--- src/oaie_pkg.sv ---
`timescale 1ns / 1ps
// Package for the ordered array block: sizes, codes, controller/datapath structs,
// and word conversion helpers. No dependencies.
package oaie_pkg;

    localparam int CAPACITY  = 64;
    localparam int WORD_BITS = 32;
    localparam int IDX_W     = $clog2(CAPACITY);
    localparam int CNT_W     = $clog2(CAPACITY + 1);
    localparam int CMD_W     = 3;
    localparam int POS_W     = 7;
    localparam int POS2_W    = 6;
    localparam int VAL_W     = 32;
    localparam int STS_W     = 2;
    localparam int CMP_W     = ((CNT_W > POS_W) ? CNT_W : POS_W) + 1;

    typedef logic [WORD_BITS-1:0] t_word;

    typedef enum logic [CMD_W-1:0] {
        CMD_INSERT,
        CMD_ERASE,
        CMD_READ,
        CMD_SWAP,
        CMD_CLEAR,
        CMD_RESIZE,
        CMD_PUSH,
        CMD_POP
    } t_cmd;

    typedef enum logic [STS_W-1:0] {
        ST_OK,
        ST_RANGE,
        ST_FULL
    } t_status;

    typedef enum logic [3:0] {
        S_IDLE,
        S_EXEC,
        S_SHIFT,
        S_SH_WR,
        S_INS_WR,
        S_ER_DONE,
        S_RD_CAP,
        S_SW_RB,
        S_SW_WA,
        S_SW_WB,
        S_FILL,
        S_FINISH
    } t_state;

    typedef enum logic [3:0] {
        DP_NONE,
        DP_EXEC,
        DP_SH_RD,
        DP_SH_WR,
        DP_INS_WR,
        DP_ER_DONE,
        DP_RD_CAP,
        DP_SW_RB,
        DP_SW_WA,
        DP_SW_WB,
        DP_FILL_WR,
        DP_FILL_END
    } t_dp_op;

    typedef struct packed {
        logic   load;
        t_dp_op op;
        logic   out_load;
    } t_dp_ctl;

    typedef struct packed {
        t_cmd cmd;
        logic reject;
        logic shift_done;
        logic fill_done;
        logic out_free;
    } t_dp_sts;

    function automatic t_word to_word(input logic [VAL_W-1:0] v);
        return t_word'(signed'(v));
    endfunction

    function automatic logic [VAL_W-1:0] from_word(input t_word w);
        return VAL_W'(signed'(w));
    endfunction

endpackage

--- src/ordered_array_insert_erase.sv ---
`timescale 1ns / 1ps
// Insert and erase shift stored entries one at a time, each by a store read and then a write;
// resize zero-fills the entries from the old count up to the new size, then sets the count.
// The element store has a single read port and a single write port. Next input transfer is
// taken in idle after the result is registered, while that result may still wait.
// Reset clears the live count and result valid; store contents stay undefined, no clear pass.
module ordered_array_insert_erase
    import oaie_pkg::*;
(
    input  logic                     i_clk,
    input  logic                     i_rst_n,
    input  logic                     i_in_valid,
    output logic                     o_in_stall,
    input  logic [CMD_W-1:0]         i_command,
    input  logic [POS_W-1:0]         i_position,
    input  logic [POS2_W-1:0]        i_second_position,
    input  logic signed [VAL_W-1:0]  i_value,
    output logic                     o_out_valid,
    input  logic                     i_out_stall,
    output logic signed [VAL_W-1:0]  o_read_value,
    output logic [POS_W-1:0]         o_element_count,
    output logic [STS_W-1:0]         o_status
);

    t_dp_ctl ctl;
    t_dp_sts sts;

    oaie_ctl u_ctl (
        .i_clk      (i_clk),
        .i_rst_n    (i_rst_n),
        .i_in_valid (i_in_valid),
        .o_in_stall (o_in_stall),
        .i_sts      (sts),
        .o_ctl      (ctl)
    );

    oaie_dp u_dp (
        .i_clk             (i_clk),
        .i_rst_n           (i_rst_n),
        .i_ctl             (ctl),
        .o_sts             (sts),
        .i_command         (i_command),
        .i_position        (i_position),
        .i_second_position (i_second_position),
        .i_value           (i_value),
        .o_out_valid       (o_out_valid),
        .i_out_stall       (i_out_stall),
        .o_read_value      (o_read_value),
        .o_element_count   (o_element_count),
        .o_status          (o_status)
    );

endmodule

--- src/oaie_ram.sv ---
`timescale 1ns / 1ps
// Generic single-write, single-read RAM with registered read data.
// No dependencies.
module oaie_ram #(
    parameter int WIDTH = 32,
    parameter int DEPTH = 64
) (
    input  logic                     i_clk,
    input  logic                     i_we,
    input  logic [$clog2(DEPTH)-1:0] i_waddr,
    input  logic [WIDTH-1:0]         i_wdata,
    input  logic [$clog2(DEPTH)-1:0] i_raddr,
    output logic [WIDTH-1:0]         o_rdata
);

    logic [WIDTH-1:0] r_mem [DEPTH];
    logic [WIDTH-1:0] r_rdata;

    always_ff @(posedge i_clk) begin
        if (i_we) begin
            r_mem[i_waddr] <= i_wdata;
        end
        r_rdata <= r_mem[i_raddr];
    end

    assign o_rdata = r_rdata;

endmodule

--- src/oaie_dp.sv ---
`timescale 1ns / 1ps
// Datapath: command registers, live count, walk index, element store RAM, result register.
// Depends on oaie_pkg and oaie_ram.
module oaie_dp
    import oaie_pkg::*;
(
    input  logic                     i_clk,
    input  logic                     i_rst_n,
    input  t_dp_ctl                  i_ctl,
    output t_dp_sts                  o_sts,
    input  logic [CMD_W-1:0]         i_command,
    input  logic [POS_W-1:0]         i_position,
    input  logic [POS2_W-1:0]        i_second_position,
    input  logic signed [VAL_W-1:0]  i_value,
    output logic                     o_out_valid,
    input  logic                     i_out_stall,
    output logic signed [VAL_W-1:0]  o_read_value,
    output logic [POS_W-1:0]         o_element_count,
    output logic [STS_W-1:0]         o_status
);

    t_cmd               r_cmd;
    logic [POS_W-1:0]   r_pos;
    logic [POS2_W-1:0]  r_pos2;
    t_word              r_word;
    t_word              r_tmp;
    logic [VAL_W-1:0]   r_rd;
    t_status            r_status;
    logic [CNT_W-1:0]   r_count, n_count;
    logic [CNT_W-1:0]   r_idx;
    logic               r_out_valid;
    logic [VAL_W-1:0]   r_out_value;
    logic [POS_W-1:0]   r_out_count;
    t_status            r_out_status;

    logic [CMP_W-1:0]   w_pos, w_pos2, w_cnt, w_cap, w_idx;
    t_status            w_status;
    logic [CNT_W-1:0]   idx_m1, idx_p1;

    logic               ram_we;
    logic [IDX_W-1:0]   ram_waddr, ram_raddr;
    t_word              ram_wdata, ram_rdata;

    assign w_pos  = CMP_W'(r_pos);
    assign w_pos2 = CMP_W'(r_pos2);
    assign w_cnt  = CMP_W'(r_count);
    assign w_cap  = CMP_W'(CAPACITY);
    assign w_idx  = CMP_W'(r_idx);
    assign idx_m1 = r_idx - 1'b1;
    assign idx_p1 = r_idx + 1'b1;

    always_comb begin
        w_status = ST_OK;
        unique case (r_cmd) inside
            CMD_INSERT: begin
                if (w_pos > w_cnt) begin
                    w_status = ST_RANGE;
                end else if (w_cnt == w_cap) begin
                    w_status = ST_FULL;
                end
            end
            CMD_ERASE, CMD_READ: begin
                if (w_pos >= w_cnt) begin
                    w_status = ST_RANGE;
                end
            end
            CMD_SWAP: begin
                if (w_pos >= w_cnt || w_pos2 >= w_cnt) begin
                    w_status = ST_RANGE;
                end
            end
            CMD_CLEAR: begin
                w_status = ST_OK;
            end
            CMD_RESIZE: begin
                if (w_pos > w_cap) begin
                    w_status = ST_RANGE;
                end
            end
            CMD_PUSH: begin
                if (w_cnt >= w_cap) begin
                    w_status = ST_FULL;
                end
            end
            CMD_POP: begin
                if (r_count == '0) begin
                    w_status = ST_RANGE;
                end
            end
            default: w_status = ST_OK;
        endcase
    end

    always_comb begin
        o_sts.cmd        = r_cmd;
        o_sts.reject     = (w_status != ST_OK);
        o_sts.shift_done = (r_cmd == CMD_INSERT) ? (w_idx == w_pos)
                                                 : ((w_idx + 1'b1) >= w_cnt);
        o_sts.fill_done  = (w_idx >= w_pos);
        o_sts.out_free   = !r_out_valid || !i_out_stall;
    end

    // element store port control
    always_comb begin
        ram_we    = 1'b0;
        ram_waddr = r_idx[IDX_W-1:0];
        ram_wdata = ram_rdata;
        ram_raddr = IDX_W'(r_pos);
        unique case (i_ctl.op)
            DP_EXEC: begin
                if (r_cmd == CMD_PUSH && w_status == ST_OK) begin
                    ram_we    = 1'b1;
                    ram_waddr = r_count[IDX_W-1:0];
                    ram_wdata = r_word;
                end
            end
            DP_SH_RD: begin
                ram_raddr = (r_cmd == CMD_INSERT) ? idx_m1[IDX_W-1:0] : idx_p1[IDX_W-1:0];
            end
            DP_SH_WR: begin
                ram_we = 1'b1;
            end
            DP_INS_WR: begin
                ram_we    = 1'b1;
                ram_waddr = IDX_W'(r_pos);
                ram_wdata = r_word;
            end
            DP_SW_RB: begin
                ram_raddr = IDX_W'(r_pos2);
            end
            DP_SW_WA: begin
                ram_we    = 1'b1;
                ram_waddr = IDX_W'(r_pos);
            end
            DP_SW_WB: begin
                ram_we    = 1'b1;
                ram_waddr = IDX_W'(r_pos2);
                ram_wdata = r_tmp;
            end
            DP_FILL_WR: begin
                ram_we    = 1'b1;
                ram_wdata = '0;
            end
            default: ram_we = 1'b0;
        endcase
    end

    always_comb begin
        n_count = r_count;
        unique case (i_ctl.op)
            DP_EXEC: begin
                if (w_status == ST_OK) begin
                    unique case (r_cmd)
                        CMD_CLEAR: n_count = '0;
                        CMD_PUSH:  n_count = r_count + 1'b1;
                        CMD_POP:   n_count = r_count - 1'b1;
                        default:   n_count = r_count;
                    endcase
                end
            end
            DP_INS_WR:   n_count = r_count + 1'b1;
            DP_ER_DONE:  n_count = r_count - 1'b1;
            DP_FILL_END: n_count = CNT_W'(r_pos);
            default:     n_count = r_count;
        endcase
    end

    always_ff @(posedge i_clk) begin
        if (!i_rst_n) begin
            r_count     <= '0;
            r_out_valid <= 1'b0;
        end else begin
            r_count <= n_count;
            if (i_ctl.out_load) begin
                r_out_valid <= 1'b1;
            end else if (!i_out_stall) begin
                r_out_valid <= 1'b0;
            end
        end
    end

    always_ff @(posedge i_clk) begin
        if (i_ctl.load) begin
            r_cmd  <= t_cmd'(i_command);
            r_pos  <= i_position;
            r_pos2 <= i_second_position;
            r_word <= to_word(i_value);
        end
        unique case (i_ctl.op)
            DP_EXEC: begin
                r_status <= w_status;
                r_rd     <= '0;
                if (r_cmd == CMD_ERASE) begin
                    r_idx <= CNT_W'(r_pos);
                end else begin
                    r_idx <= r_count;
                end
            end
            DP_SH_WR:   r_idx <= (r_cmd == CMD_INSERT) ? idx_m1 : idx_p1;
            DP_RD_CAP:  r_rd  <= from_word(ram_rdata);
            DP_SW_RB:   r_tmp <= ram_rdata;
            DP_FILL_WR: r_idx <= idx_p1;
            default: ;
        endcase
        if (i_ctl.out_load) begin
            r_out_value  <= r_rd;
            r_out_count  <= POS_W'(r_count);
            r_out_status <= r_status;
        end
    end

    oaie_ram #(
        .WIDTH (WORD_BITS),
        .DEPTH (CAPACITY)
    ) u_store (
        .i_clk   (i_clk),
        .i_we    (ram_we),
        .i_waddr (ram_waddr),
        .i_wdata (ram_wdata),
        .i_raddr (ram_raddr),
        .o_rdata (ram_rdata)
    );

    assign o_out_valid     = r_out_valid;
    assign o_read_value    = signed'(r_out_value);
    assign o_element_count = r_out_count;
    assign o_status        = r_out_status;

    a_count_bound: assert property (@(posedge i_clk) disable iff (!i_rst_n)
        w_cnt <= w_cap)
        else $error("live count above capacity");

    a_reject_keeps_count: assert property (@(posedge i_clk) disable iff (!i_rst_n)
        (i_ctl.op == DP_EXEC && w_status != ST_OK) |=> $stable(r_count))
        else $error("rejected command changed the count");

    a_no_write_when_idle: assert property (@(posedge i_clk) disable iff (!i_rst_n)
        (i_ctl.op == DP_NONE) |-> !ram_we)
        else $error("store written without a command");

endmodule

--- src/oaie_ctl.sv ---
`timescale 1ns / 1ps
// Controller state machine: sequences each command over the datapath.
// Depends on oaie_pkg.
module oaie_ctl
    import oaie_pkg::*;
(
    input  logic    i_clk,
    input  logic    i_rst_n,
    input  logic    i_in_valid,
    output logic    o_in_stall,
    input  t_dp_sts i_sts,
    output t_dp_ctl o_ctl
);

    t_state r_state, n_state;

    always_ff @(posedge i_clk) begin
        if (!i_rst_n) begin
            r_state <= S_IDLE;
        end else begin
            r_state <= n_state;
        end
    end

    always_comb begin
        n_state        = r_state;
        o_ctl.load     = 1'b0;
        o_ctl.op       = DP_NONE;
        o_ctl.out_load = 1'b0;
        o_in_stall     = (r_state != S_IDLE);
        unique case (r_state)
            S_IDLE: begin
                if (i_in_valid) begin
                    o_ctl.load = 1'b1;
                    n_state    = S_EXEC;
                end
            end
            S_EXEC: begin
                o_ctl.op = DP_EXEC;
                if (i_sts.reject) begin
                    n_state = S_FINISH;
                end else begin
                    unique case (i_sts.cmd) inside
                        CMD_INSERT, CMD_ERASE: n_state = S_SHIFT;
                        CMD_READ:              n_state = S_RD_CAP;
                        CMD_SWAP:              n_state = S_SW_RB;
                        CMD_RESIZE:            n_state = S_FILL;
                        default:               n_state = S_FINISH;
                    endcase
                end
            end
            S_SHIFT: begin
                if (i_sts.shift_done) begin
                    n_state = (i_sts.cmd == CMD_INSERT) ? S_INS_WR : S_ER_DONE;
                end else begin
                    o_ctl.op = DP_SH_RD;
                    n_state  = S_SH_WR;
                end
            end
            S_SH_WR: begin
                o_ctl.op = DP_SH_WR;
                n_state  = S_SHIFT;
            end
            S_INS_WR: begin
                o_ctl.op = DP_INS_WR;
                n_state  = S_FINISH;
            end
            S_ER_DONE: begin
                o_ctl.op = DP_ER_DONE;
                n_state  = S_FINISH;
            end
            S_RD_CAP: begin
                o_ctl.op = DP_RD_CAP;
                n_state  = S_FINISH;
            end
            S_SW_RB: begin
                o_ctl.op = DP_SW_RB;
                n_state  = S_SW_WA;
            end
            S_SW_WA: begin
                o_ctl.op = DP_SW_WA;
                n_state  = S_SW_WB;
            end
            S_SW_WB: begin
                o_ctl.op = DP_SW_WB;
                n_state  = S_FINISH;
            end
            S_FILL: begin
                if (i_sts.fill_done) begin
                    o_ctl.op = DP_FILL_END;
                    n_state  = S_FINISH;
                end else begin
                    o_ctl.op = DP_FILL_WR;
                end
            end
            S_FINISH: begin
                if (i_sts.out_free) begin
                    o_ctl.out_load = 1'b1;
                    n_state        = S_IDLE;
                end
            end
            default: n_state = S_IDLE;
        endcase
    end

    a_accept_to_exec: assert property (@(posedge i_clk) disable iff (!i_rst_n)
        (i_in_valid && !o_in_stall) |=> (r_state == S_EXEC))
        else $error("transfer not followed by execute");

    a_finish_to_idle: assert property (@(posedge i_clk) disable iff (!i_rst_n)
        o_ctl.out_load |=> (r_state == S_IDLE))
        else $error("result load did not return to idle");

endmodule
--- config.mk ---
export PLATFORM = sky130hd
export DESIGN_NAME = ordered_array_insert_erase
export DESIGN_NICKNAME = d
export VERILOG_FILES = /design/src/oaie_pkg.sv /design/src/ordered_array_insert_erase.sv /design/src/oaie_ram.sv /design/src/oaie_dp.sv /design/src/oaie_ctl.sv
export SDC_FILE = /design/constraint.sdc
export NUM_CORES = 2
export LEC_CHECK = 0
export CORE_MARGIN = 1.5
export CORE_UTILIZATION = 55
export DETAILED_ROUTE_END_ITERATION = 12
export DONT_BUFFER_PORTS = 1
export PLACE_DENSITY = 0.72
export SLEW_MARGIN = 20
export SYNTH_ARGS = -nofsm -noshare
export SYNTH_HDL_FRONTEND = slang
export SYNTH_HIERARCHICAL = 1
export SYNTH_SLANG_ARGS = --single-unit
--- constraint.sdc ---
create_clock -name i_clk -period 8.5 [get_ports i_clk]
set_clock_uncertainty 0.15 [all_clocks]
set_input_delay 1.7 -clock i_clk [delete_from_list [all_inputs] [get_ports i_clk]]
set_output_delay 1.7 -clock i_clk [all_outputs]
set_load 0.005 [all_outputs]
==> results.py <==
metrics = {
    "routing": {
        "routed_wirelength_um": 224000,
        "drcViolationCount": 0,
        "antenna_left": 0,
        "avgRoutedWirePerCell_um": 34.6,
        "num_vias": 43800,
        "first_pass_iters": 6,
        "via_per_inst": 6.76,
        "first_iter_violations": 6586,
    },
    "timing": {
        "fin_crit_sh": 0.921,
        "setup_violations": 0,
        "max_clock_freq_ghz": 0.128,
        "max_slew_margin": 0.179,
        "hold_viol": 0,
        "layout_min_cycle_time_ns": 7.83,
        "setup-tns-final_ns": 0,
        "hold_slack_ns": 0.268,
        "tightest_slew_ns": 1.23,
        "drv_slew": 0,
        "rsz0062_at_grt": "no",
    },
    "clocking": {
        "postCtsSetupRepairBufs": 0,
        "cts_max_path_buffers": 3,
        "ctsHoldBuffers": 0,
        "cts_tree": "yes",
        "cts_buffers": 216,
        "cts-htree-levels": 4,
        "clock_latency_ns": 0.86,
        "cts_resized": 0,
        "cts_root_buf": "clkbuf_16",
        "cts_sinks": 2254,
        "clk_pin_slew_worst_paths_ns": 0.06,
    },
    "yosys": {
        "synth_area_um2": 87200,
        "yosys.cell_count.top_type": "edfxtp_1",
        "synth_top_cell_area_share": 0.761,
        "syn-mean-instance-area_um2": 21.5,
        "synth_simple_gate_area_share": 0.0269,
        "synth_compound_area_frac": 0.0307,
        "synthFlopType": "edfxtp_1",
        "syn_nets": 4141,
        "synth_edf_count": 2210,
        "synth_area_leaders": "edfxtp_1 76%, mux4_2 14%, mux2i_1 1.1%, dfxtp_1 1.0%, nor2_1 0.77%",
        "yosys_warnings": 6,
        "synth-adder-area-share": 0.00445,
        "async_reset_ff_frac": 0,
        "synthXorXnorAreaFrac": 0.00201,
        "synth_commonest_cells": "2210 x edfxtp_1, 544 x mux4_2, 178 x nor2_1, 120 x a21oi_1, 102 x clkbuf_1",
        "ys_seq_elements": 2254,
        "netlist_instances": 4058,
        "yosysUniqueCellTypes": 73,
        "synth_top_family_by_area": "multiplexers",
        "yosysTopAreaCell": "edfxtp_1",
        "muxShareOfSynthArea": 0.152,
        "yosysSeqAreaShare": 0.771,
    },
    "placed_design": {
        "hpwl_um": 130000,
        "post_dp_cell_area_um2": 90800,
        "io_buffers": 0,
        "place.gp.congestion": 0.899,
    },
    "floorplanning": {
        "dieWidth_um": 401,
        "ios": 95,
        "core_um2": 157000,
        "die_y_um": 401,
        "rows": 145,
        "start_util": 0.556,
        "die_area_um2": 161000,
    },
    "global_route": {
        "grt_max_degree": 78,
        "grt_pass1_wl_um": 317000,
        "grt.total_usage": 0.280,
        "overflow": 0,
        "antenna_found_initial": 13,
        "grt_pass1_vias": 43200,
    },
    "worst_hold_path": {
        "whs_path_depth": 0,
        "hp-start": "u_dp/r_rd[24]$_SDFFCE_PN0P_",
        "hp-class": "reg -> reg",
        "hold_end": "u_dp/o_read_value[24]$_DFFE_PP_",
    },
    "power_and_ir_drop": {
        "power_mw": 40.1,
        "leakage_nw": 30.7,
        "ir_drop_uv": 252,
        "powerDensity_nw_per_um2": 409,
    },
    "critical_path": {
        "worst-r2r-setup-slack_ns": 0.67,
        "crit_path_start_kind": "flip-flop",
        "arrival_ns": 8.36,
        "cp-end-kind": "flip-flop",
        "reg2reg_from": "u_dp/r_idx[2]$_DFFE_PP_",
        "r2r_cells": 19,
        "path_class": "reg -> reg",
        "r2r-end": "u_dp/u_store/o_rdata[5]$_DFF_P_",
        "crit_fanout": 46,
        "worst_ep_required_time_ns": 9.04,
    },
    "final_layout": {
        "num-fill-cells": 10300,
        "layout-drive-gt1-share": 0.263,
        "regArea_um2": 67200,
        "area_delta_synth_final_pct": 12.4,
        "fin_nets": 4316,
        "fin_area_um2": 98100,
        "multi_input_area_um2": 19500,
    },
    "run": {
        "cap_viol_max_count": 0,
    },
    "outcome": {
        "status": "finished, final reports clean",
    },
}
[per-stage QoR]
stage | setup WS (ns) | utilization | std cells
2_1_floorplan | 2.10 | - | 4058
3_3_place_gp | 0.646 | 0.580 | 6072
3_5_place_dp | 0.570 | 0.580 | 6072
4_1_cts | 0.530 | 0.625 | 6478
5_1_grt | 0.201 | 0.626 | 6481
6_report | 0.675 | 0.626 | 6482
[critical path, cell delays in order (launching register included)]
cell and delay, ns:
edfxtp_1 0.58, nand3_1 0.23, nor2_1 0.31, xor2_1 0.16, ha_1 0.30, o21ai_0 0.07, a21o_1 0.15, a21oi_1 0.24
nand2b_1 0.12, o311a_1 0.54, nand2b_1 0.29, nor3_1 0.14, nor2_1 0.40, a221o_4 0.87, buf_12 0.40, buf_4 0.55
mux4_2 0.59, mux4_2 0.54, o22ai_1 0.77, nor2_1 0.15
[flip-flops by register name, summed over array words and instances (netlist names), 7 cells and up]
signal	count
u_dp/o_element_count	7
u_dp/o_read_value	32
u_dp/r_count	7
u_dp/r_idx	7
u_dp/r_pos	7
u_dp/r_rd	32
u_dp/r_tmp	32
u_dp/r_word	32
u_dp/u_store/o_rdata	32
u_dp/u_store/r_mem	2048
[final cells by class]
cell class                      instances  share of cell area
Timing Repair Buffer                  180              0.0158
Antenna cell                            3           0.0000766
Inverter                               24            0.000919
Multi-Input combinational cell       1557               0.198
Tap cell                             2058              0.0263
Sequential cell                      2254               0.686
Clock buffer                          261              0.0577
Clock inverter                        145              0.0151
[report_power, final]
group / total, mW / internal, mW / leakage [nW] / switching [mW]
logic: 13.9 / 4.34 / 6.93 / 9.57
registers: 16.6 / 16.1 / 20.3 / 0.463
clock network: 9.63 / 5.51 / 3.47 / 4.12
[per-layer routing]
layer / track usage / part of all wire / vias to the layer above
li1: - / - / 17400
met3: 0.0738 / 0.13 / 347
met1: 0.392 / 0.37 / 23100
met2: 0.434 / 0.47 / 2980
met4: 0.0920 / 0.032 / 2
met5: 0 / 0.000058 / -
[kinds of logic (layout without fill, tap and decap cells)]
family,count (synthesis),after routing
compound gates,395,395
mux,642,642
buf+inv,247,610
flops,2254,2254
other cells,0,3
simple gates,469,469
xor+xnor,20,20
fa+ha+maj,31,31
[worst max-delay path by stage]
stage          slack, ns                                   to                     from
4_1_cts             0.53      u_dp/u_store/o_rdata[5]$_DFF_P_  u_dp/r_idx[0]$_DFFE_PP_
3_3_place_gp        0.65      u_dp/u_store/o_rdata[5]$_DFF_P_  u_dp/r_idx[0]$_DFFE_PP_
2_1_floorplan       2.10  u_dp/u_store/r_mem[49][0]$_DFFE_PP_  u_dp/r_idx[0]$_DFFE_PP_
3_5_place_dp        0.57      u_dp/u_store/o_rdata[5]$_DFF_P_  u_dp/r_idx[0]$_DFFE_PP_
5_1_grt             0.20      u_dp/u_store/o_rdata[5]$_DFF_P_  u_dp/r_idx[2]$_DFFE_PP_
6_report            0.67      u_dp/u_store/o_rdata[5]$_DFF_P_  u_dp/r_idx[2]$_DFFE_PP_
[cells in the final DEF (no fill, tap or decap), types with 7 or more instances in the layout]
cell        instances
a311oi_1            8
nor3b_1            10
o21bai_1           10
clkinvlp_4          9
xnor2_1            14
a22oi_1            17
bufinv_16          25
nor2_1            111
inv_1              23
or3_1               7
o21ai_0            33
nor3_1             13
a21oi_1           120
dfxtp_1            44
nand2_1            67
buf_4             165
clkbuf_1           41
a221o_2            30
o22ai_1            85
nand4_1            10
nor2b_1            65
nor2_4             67
nand3_1            19
clkinv_1           53
nand2b_1           20
and2_1             38
clkinv_2           41
mux2i_1            98
edfxtp_1         2210
buf_12             14
o221ai_1           28
ha_1               31
mux4_2            544
clkbuf_16         220
(Power assumes the default switching activity.)
